## src/hw/rtl/aca_pkg.sv

```systemverilog
// shared widths and register codes for the antialiased circle alpha core
package aca_pkg;

  localparam int RAD_W   = 6;
  localparam int COORD_W = 7;
  localparam int ALPHA_W = 8;
  localparam int MAG_W   = 7;
  localparam int SQ_W    = 2 * MAG_W + 1;
  localparam int IN_TDATA_W  = 16;
  localparam int OUT_TDATA_W = 8;
  localparam int CFG_ADDR_W  = 3;
  localparam int CFG_DATA_W  = 32;

  typedef enum logic {
    REG_RADIUS = 1'b0,
    REG_RING   = 1'b1
  } reg_idx_t;

endpackage

```

## src/hw/rtl/antialiased_circle_alpha_core.sv

```systemverilog
// top level: antialiased circle alpha generator with register port
// One pixel request is taken every cycle and one alpha leaves every cycle while
// out_tready is high; a request's alpha passes through one offset stage,
// DIST_FRAC_BITS+8 square root cells, one weight stage and the output
// register. The square root is a chain of identical cells, one root bit per
// cell, each with its own handshake so that a stalled output only stops the
// cells that hold work. Radius above RADIUS_MAX is clamped to RADIUS_MAX.
// Registers: radius at byte address 0, ring mode at 4; write them only idle.
module antialiased_circle_alpha_core #(
  parameter int RADIUS_MAX     = 32,
  parameter int DIST_FRAC_BITS = 8
) (
  input  logic                           clk,
  input  logic                           rst_n,
  input  logic                           in_tvalid,
  output logic                           in_tready,
  input  logic [aca_pkg::IN_TDATA_W-1:0]  in_tdata,   // pixel_x, pixel_y, zero pad
  output logic                           out_tvalid,
  input  logic                           out_tready,
  output logic [aca_pkg::OUT_TDATA_W-1:0] out_tdata,  // alpha
  input  logic                           cfg_psel,
  input  logic                           cfg_penable,
  input  logic                           cfg_pwrite,
  input  logic [aca_pkg::CFG_ADDR_W-1:0]  cfg_paddr,
  input  logic [aca_pkg::CFG_DATA_W-1:0]  cfg_pwdata,
  output logic [aca_pkg::CFG_DATA_W-1:0]  cfg_prdata,
  output logic                           cfg_pready
);
  import aca_pkg::*;

  localparam int F      = DIST_FRAC_BITS;
  localparam int ROOT_W = F + 8;
  localparam int V_W    = 2 * ROOT_W;
  localparam int REM_W  = ROOT_W + 3;

  logic [RAD_W-1:0]   radius_r;
  logic               ring_r;
  logic [RAD_W-1:0]   r_sat;
  reg_idx_t           idx;

  logic [ROOT_W:0]    cv;
  logic [ROOT_W:0]    cr;
  logic [V_W-1:0]     cvv  [ROOT_W+1];
  logic [REM_W-1:0]   crem [ROOT_W+1];
  logic [ROOT_W-1:0]  cq   [ROOT_W+1];

  logic               a_valid, a_ready;
  logic [F:0]         a_k;
  logic               out_valid_r;
  logic [ALPHA_W-1:0] alpha_r;
  logic [F+8:0]       prod;

  // register port
  assign idx        = reg_idx_t'(cfg_paddr[2]);
  assign cfg_pready = 1'b1;

  always_comb begin
    unique case (idx)
      REG_RADIUS: cfg_prdata = CFG_DATA_W'(radius_r);
      REG_RING:   cfg_prdata = CFG_DATA_W'(ring_r);
      default:    cfg_prdata = '0;
    endcase
  end

  always_ff @(posedge clk) begin
    if (!rst_n) begin
      radius_r <= RAD_W'(1);
      ring_r   <= 1'b0;
    end else if (cfg_psel && cfg_penable && cfg_pwrite && cfg_pready) begin
      unique case (idx)
        REG_RADIUS: radius_r <= cfg_pwdata[RAD_W-1:0];
        REG_RING:   ring_r   <= cfg_pwdata[0];
        default:    ;
      endcase
    end
  end

  assign r_sat = ({2'b00, radius_r} > 8'(RADIUS_MAX)) ? RAD_W'(RADIUS_MAX) : radius_r;

  aca_prep #(.FRAC_W(F)) u_prep (
    .clk       (clk),
    .rst_n     (rst_n),
    .in_valid  (in_tvalid),
    .in_ready  (in_tready),
    .pixel_x   (in_tdata[COORD_W-1:0]),
    .pixel_y   (in_tdata[2*COORD_W-1:COORD_W]),
    .radius    (r_sat),
    .out_valid (cv[0]),
    .out_ready (cr[0]),
    .out_v     (cvv[0])
  );

  assign crem[0] = '0;
  assign cq[0]   = '0;

  for (genvar i = 0; i < ROOT_W; i++) begin : g_cell
    aca_root_cell #(.ROOT_W(ROOT_W)) u_cell (
      .clk       (clk),
      .rst_n     (rst_n),
      .in_valid  (cv[i]),
      .in_ready  (cr[i]),
      .in_v      (cvv[i]),
      .in_rem    (crem[i]),
      .in_q      (cq[i]),
      .out_valid (cv[i+1]),
      .out_ready (cr[i+1]),
      .out_v     (cvv[i+1]),
      .out_rem   (crem[i+1]),
      .out_q     (cq[i+1])
    );
  end

  aca_alpha #(.FRAC_W(F)) u_alpha (
    .clk       (clk),
    .rst_n     (rst_n),
    .in_valid  (cv[ROOT_W]),
    .in_ready  (cr[ROOT_W]),
    .distance  (cq[ROOT_W]),
    .radius    (r_sat),
    .ring      (ring_r),
    .out_valid (a_valid),
    .out_ready (a_ready),
    .out_k     (a_k)
  );

  // alpha = floor(k * 255 / 2^F)
  assign prod    = ({a_k, 8'h00}) - (F+9)'(a_k);
  assign a_ready = ~out_valid_r | out_tready;

  always_ff @(posedge clk) begin
    if (!rst_n) begin
      out_valid_r <= 1'b0;
    end else if (a_ready) begin
      out_valid_r <= a_valid;
    end
    if (a_ready && a_valid) begin
      alpha_r <= prod[F+7:F];
    end
  end

  assign out_tvalid = out_valid_r;
  assign out_tdata  = alpha_r;

endmodule

```

## src/hw/rtl/aca_prep.sv

```systemverilog
// offset from the centre and sum of squares, first pipeline stage
module aca_prep #(
  parameter int FRAC_W = 8
) (
  input  logic                       clk,
  input  logic                       rst_n,
  input  logic                       in_valid,
  output logic                       in_ready,
  input  logic [aca_pkg::COORD_W-1:0] pixel_x,
  input  logic [aca_pkg::COORD_W-1:0] pixel_y,
  input  logic [aca_pkg::RAD_W-1:0]   radius,
  output logic                       out_valid,
  input  logic                       out_ready,
  output logic [2*(FRAC_W+8)-1:0]    out_v
);
  import aca_pkg::*;

  localparam int V_W = 2 * (FRAC_W + 8);

  logic               valid_r;
  logic [V_W-1:0]     v_r;
  logic signed [8:0]  dx, dy;
  logic [8:0]         ax, ay;
  logic [SQ_W-1:0]    sq;

  always_comb begin
    dx = $signed({2'b00, pixel_x}) - $signed({3'b000, radius}) - 9'sd1;
    dy = $signed({2'b00, pixel_y}) - $signed({3'b000, radius}) - 9'sd1;
    ax = dx[8] ? 9'(-dx) : 9'(dx);
    ay = dy[8] ? 9'(-dy) : 9'(dy);
    sq = SQ_W'(ax[MAG_W-1:0] * ax[MAG_W-1:0]) + SQ_W'(ay[MAG_W-1:0] * ay[MAG_W-1:0]);
  end

  assign in_ready  = ~valid_r | out_ready;
  assign out_valid = valid_r;
  assign out_v     = v_r;

  always_ff @(posedge clk) begin
    if (!rst_n) begin
      valid_r <= 1'b0;
    end else if (in_ready) begin
      valid_r <= in_valid;
    end
    if (in_ready && in_valid) begin
      v_r <= {{(V_W-SQ_W-2*FRAC_W){1'b0}}, sq, {(2*FRAC_W){1'b0}}};
    end
  end

endmodule

```

## src/hw/rtl/aca_root_cell.sv

```systemverilog
// one digit of the square root chain
module aca_root_cell #(
  parameter int ROOT_W = 16
) (
  input  logic                clk,
  input  logic                rst_n,
  input  logic                in_valid,
  output logic                in_ready,
  input  logic [2*ROOT_W-1:0] in_v,
  input  logic [ROOT_W+2:0]   in_rem,
  input  logic [ROOT_W-1:0]   in_q,
  output logic                out_valid,
  input  logic                out_ready,
  output logic [2*ROOT_W-1:0] out_v,
  output logic [ROOT_W+2:0]   out_rem,
  output logic [ROOT_W-1:0]   out_q
);
  localparam int V_W   = 2 * ROOT_W;
  localparam int REM_W = ROOT_W + 3;

  logic              valid_r;
  logic [V_W-1:0]    v_r;
  logic [REM_W-1:0]  rem_r;
  logic [ROOT_W-1:0] q_r;
  logic [REM_W-1:0]  rem_t, trial;
  logic              ge;

  always_comb begin
    rem_t = {in_rem[REM_W-3:0], in_v[V_W-1:V_W-2]};
    trial = {1'b0, in_q, 2'b01};
    ge    = rem_t >= trial;
  end

  assign in_ready  = ~valid_r | out_ready;
  assign out_valid = valid_r;
  assign out_v     = v_r;
  assign out_rem   = rem_r;
  assign out_q     = q_r;

  always_ff @(posedge clk) begin
    if (!rst_n) begin
      valid_r <= 1'b0;
    end else if (in_ready) begin
      valid_r <= in_valid;
    end
    if (in_ready && in_valid) begin
      v_r   <= {in_v[V_W-3:0], 2'b00};
      rem_r <= ge ? rem_t - trial : rem_t;
      q_r   <= {in_q[ROOT_W-2:0], ge};
    end
  end

endmodule

```

## src/hw/rtl/aca_alpha.sv

```systemverilog
// coverage weight from distance and radius, filled or ring profile
module aca_alpha #(
  parameter int FRAC_W = 8
) (
  input  logic                     clk,
  input  logic                     rst_n,
  input  logic                     in_valid,
  output logic                     in_ready,
  input  logic [FRAC_W+7:0]        distance,
  input  logic [aca_pkg::RAD_W-1:0] radius,
  input  logic                     ring,
  output logic                     out_valid,
  input  logic                     out_ready,
  output logic [FRAC_W:0]          out_k
);
  import aca_pkg::*;

  localparam int ROOT_W = FRAC_W + 8;
  localparam int CW     = ROOT_W + 1;

  logic            valid_r;
  logic [FRAC_W:0] k_r;
  logic [CW-1:0]   d, rq, one, half, lim, t, diff;
  logic [FRAC_W:0] k;

  always_comb begin
    d    = {1'b0, distance};
    rq   = CW'({radius, {FRAC_W{1'b0}}});
    one  = CW'(1) << FRAC_W;
    half = CW'(1) << (FRAC_W - 1);
    lim  = rq + half;
    t    = lim - d;
    diff = (d >= rq) ? d - rq : rq - d;
    if (ring) begin
      k = (diff >= one) ? '0 : (FRAC_W+1)'(one - diff);
    end else if (d > lim) begin
      k = '0;
    end else begin
      k = (t >= one) ? (FRAC_W+1)'(one) : (FRAC_W+1)'(t);
    end
  end

  assign in_ready  = ~valid_r | out_ready;
  assign out_valid = valid_r;
  assign out_k     = k_r;

  always_ff @(posedge clk) begin
    if (!rst_n) begin
      valid_r <= 1'b0;
    end else if (in_ready) begin
      valid_r <= in_valid;
    end
    if (in_ready && in_valid) begin
      k_r <= k;
    end
  end

endmodule
```

## config.mk

```make
export PLATFORM = sky130hd
export DESIGN_NAME = antialiased_circle_alpha_core
export DESIGN_NICKNAME = d
export VERILOG_FILES = /design/src/hw/rtl/aca_pkg.sv /design/src/hw/rtl/antialiased_circle_alpha_core.sv /design/src/hw/rtl/aca_prep.sv /design/src/hw/rtl/aca_root_cell.sv /design/src/hw/rtl/aca_alpha.sv
export SDC_FILE = /design/constraint.sdc
export NUM_CORES = 1
export LEC_CHECK = 0
export ABC_AREA = 0
export BUFFER_PORTS_ARGS = -buffer_cell sky130_fd_sc_hd__buf_2
export CAP_MARGIN = 20
export CORE_MARGIN = 2
export CORE_UTILIZATION = 30
export CTS_BUF_LIST = sky130_fd_sc_hd__clkbuf_2 sky130_fd_sc_hd__clkbuf_4 sky130_fd_sc_hd__clkbuf_8
export CTS_CLUSTER_DIAMETER = 50
export DETAILED_ROUTE_END_ITERATION = 7
export GPL_TIMING_DRIVEN = 0
export PLACE_DENSITY = 0.44
export SLEW_MARGIN = 25
export SYNTH_ARGS = -nofsm -noshare
export SYNTH_HDL_FRONTEND = slang
export SYNTH_SLANG_ARGS = --single-unit
```

## constraint.sdc

```tcl
create_clock -name clk -period 9.65 [get_ports clk]
set_input_delay 0.4825 -clock clk [delete_from_list [all_inputs] [get_ports clk]]
set_output_delay 0.4825 -clock clk [all_outputs]
set_load 0.05 [all_outputs]
```

==> results.toml <==
[run_status]
status = "finished clean"

[cells_and_area]
nFillCells = 9266
design_area_um2 = 32500
syn_to_final_growth_pct = 15.2
multi_input_area_um2 = 13100
regArea_um2 = 14000
fin_nets = 3024
drive_above_1_share_pct = 11.5

[grt]
use_met1_pct = 14.7
grt_usage_pct = 12.1
grt_max_degree = 29
grt_overflow = 0
grtUsageMet3_pct = 2.65
grtUsageMet2_pct = 21.2
busiest_layer = "met2"
grt_pass1_vias = 19100
grt_pass1_wl_um = 96600
antenna_found_initial = 4

[sta]
period_minus_slack_ns = 8.91
grt_setup_unrepaired = "false"
slew_viol_final = 0
finalHoldViolCount = 0
max_slew.worst_pin.slew_ns = 0.996
totalNegativeSetupSlack_ns = 0
fmax_ghz = 0.112
skew_ns = 0.0259
period_share_pct = 92.4
max_slew_margin_pct = 33.1
setup_viol = 0
fin_ws_ns = 0.736

[pwr]
ir_drop_uv = 1280
leakagePower_nw = 12.7
p_clk_share_pct = 24.6
p_int_mw = 5.34
switching_share_pct = 34.2
power.share.sequential_pct = 31.3
switching_power_mw = 2.78
comb_power_share_pct = 44.1
p_per_area_nw_per_um2 = 250

[routing]
drt_iter0_drc = 804
wire_per_inst_um = 14.5
wl_um = 58500
vias = 18400
drc_errors = 0
drt_first_pass_iters = 5
viasPerCell = 4.58
postRouteAntennaNets = 0

[clock_network]
clkSinkCount = 475
htree_num_levels = 3
cts_tree = "yes"
clk_path_buf_depth = 3
cts-buffers-inserted = 86
root_buffer = "clkbuf_8"
clkTransAtPathRegs_ns = 0.06
clk-insertion-delay-late_ns = 0.67

[logic_synthesis]
yosys_warnings = 0
syn_area_per_cell_um2 = 11.2
async_flop_share_pct = 0
synthesis.area_um2 = 28200
synth_top_area_cell = "edfxtp_1"
seq_area_frac_synth_pct = 49.7
ys.flop_type = "edfxtp_1"
synth_area_leaders = "edfxtp_1 (48%), ha_1 (9.4%), fa_1 (4.3%)"
synth.distinct_cells = 88
synth.top_cell.area_share_pct = 47.8
synth-seq-cells = 475
netlist_instances = 2517
synth-edff-count = 449

[placed_design]
gp_congestion = 0.804
post-place-ws_ns = 0.153
port_buffers = 42
placed_area_um2 = 30500
hpwl_um = 45300

[critical_path]
crit_slowest_cell = "fa_1"
critPathTopFamily = "adder cells"
end_kind = "register"
crit_buf_inv = 5
rr_worst_depth = 32
cp_max_fo = 9
cp.depth = 32
critPathLaunchType = "register"
arrival_ns = 9.31
endpoint = "u_prep.out_v[28]"
crit_required_ns = 10.05
cp-startpoint = "radius_r[5]"
cp_common_cell = "fa_1"
rrSetupSlack_ns = 0.74
rr_startpoint = "radius_r[5]"
critPathKind = "register to register"
max_stage_delay_ns = 0.60
r2r_end = "u_prep.out_v[28]"

[floorplanning]
start_util_pct = 30.3
die_area_um2 = 96500
num_io_pins = 101
die_w_um = 311
design.core.area_um2 = 93200
num_rows = 112
die_h_um = 311

[hold_path]
hold_depth = 3
hold_path_class = "input pin to register"

[job]
maxCapViolCount = 0
## power by group through the flow
stage	combinational, mW	sequential (mW)	clock [mW]
detailed placement	3.64	2.58	0
finish	3.58	2.54	2.00
global placement	3.61	2.58	0
floorplan	2.91	2.57	0
CTS	3.68	2.54	2.09
global route	4.17	2.54	2.18
## cells in the mapped netlist, types with 56 or more instances
master / number
a21oi_1: 162
edfxtp_1: 449
fa_1: 61
ha_1: 212
inv_1: 281
nand2_1: 120
nor2_1: 186
nor2b_1: 56
nor3_1: 74
o21ai_0: 88
xnor2_1: 132
xor2_1: 90
## layout make-up
class                   instances  area share [%]
well taps                    1254            4.83
clock inverters                43            1.09
plain buffers                  67            1.14
repair buffers                 63            1.80
diodes                          1         0.00771
clock buffers                 117            4.48
multi-input cells            1718            40.3
inverters                     282            3.27
flip-flops and latches        475            43.1
## cell families after synthesis
| kind of cell | share of synthesized area, % |
|---|---|
| AO/OA/AOI/OAI | 10.4 |
| other | 0.0266 |
| XOR/XNOR | 6.90 |
| buffers and inverters | 5.08 |
| adder cells (fa/ha/maj) | 13.7 |
| AND/OR/NAND/NOR | 12.6 |
| flip-flops | 49.7 |
| multiplexers | 1.58 |
## tightest hold or removal path, delay by kind of cell
kind / cells / cell delay [ns]
buffers and inverters: 1 / 0.07
multiplexers: 1 / 0.06
AND/OR/NAND/NOR: 1 / 0.09
## how the worst min path moves through the flow
stage                                 endpoint                        from  slack (ns)
floorplan            g_cell[0].u_cell.out_q[0]            u_prep.out_v[30]        0.40
global placement    g_cell[2].u_cell.out_v[29]  g_cell[1].u_cell.out_v[27]        0.41
detailed placement  g_cell[0].u_cell.out_v[22]            u_prep.out_v[20]        0.40
CTS                                radius_r[4]               cfg_pwdata[4]        0.01
global route                       radius_r[3]               cfg_pwdata[3]        0.04
finish                             radius_r[3]               cfg_pwdata[3]        0.11
## registers in the layout, summed over array words and instances, names as in the netlist
signal,count
g_cell.u_cell.out_rem,225
g_cell.u_cell.out_q,136
g_cell.u_cell.out_v,56
g_cell.u_cell.out_valid,16
u_prep.out_v,15
u_alpha.out_k,9
out_tdata,8
radius_r,6
out_tvalid,1
ring_r,1
u_alpha.out_valid,1
u_prep.out_valid,1
## layout by cell type (no fill, tap or decap), drive strengths merged, types with 20 or more instances in the layout
cell type | synthesis | layout
a21o | 34 | 34
a21oi | 163 | 163
and2 | 26 | 26
buf | 33 | 94
clkbuf | 35 | 151
clkinv | 1 | 32
conb | 2 | 28
dfxtp | 26 | 26
edfxtp | 449 | 449
fa | 61 | 61
ha | 212 | 212
inv | 281 | 283
mux2 | 27 | 27
nand2 | 120 | 120
nand2b | 46 | 46
nand3 | 32 | 32
nor2 | 186 | 186
nor2b | 56 | 56
nor3 | 74 | 74
nor4 | 25 | 25
o21a | 50 | 50
o21ai | 90 | 90
or2 | 20 | 20
or3 | 28 | 28
xnor2 | 132 | 132
xor2 | 90 | 90
## per-layer routing
layer,part of all wire (%),up-vias
li1,-,9256
met1,44,8786
met2,50,232
met3,3.6,118
met4,2.7,4
met5,0.046,-
## per-stage QoR
| step | util, % | power (mW) | hold WS [ns] | instances |
|---|---|---|---|---|
| 2_1_floorplan | - | 5.49 | 0.400 | 2543 |
| 3_3_place_gp | 32.3 | 6.20 | 0.409 | 3839 |
| 3_5_place_dp | 32.8 | 6.22 | 0.405 | 3851 |
| 4_1_cts | 34.7 | 8.30 | 0.0129 | 4013 |
| 5_1_grt | 34.8 | 8.88 | 0.0357 | 4020 |
| 6_report | 34.8 | 8.12 | 0.105 | 4020 |
## timing repair
| item | in CTS | in global routing |
|---|---|---|
| setup endpoints to repair | 0 | 4 |
| hold endpoints to repair | 3 | 0 |
| resized for setup | 0 | 14 |
| setup buffers | 0 | 7 |
| hold buffers | 2 | 0 |
No activity file was read; power rests on OpenSTA's default activity.
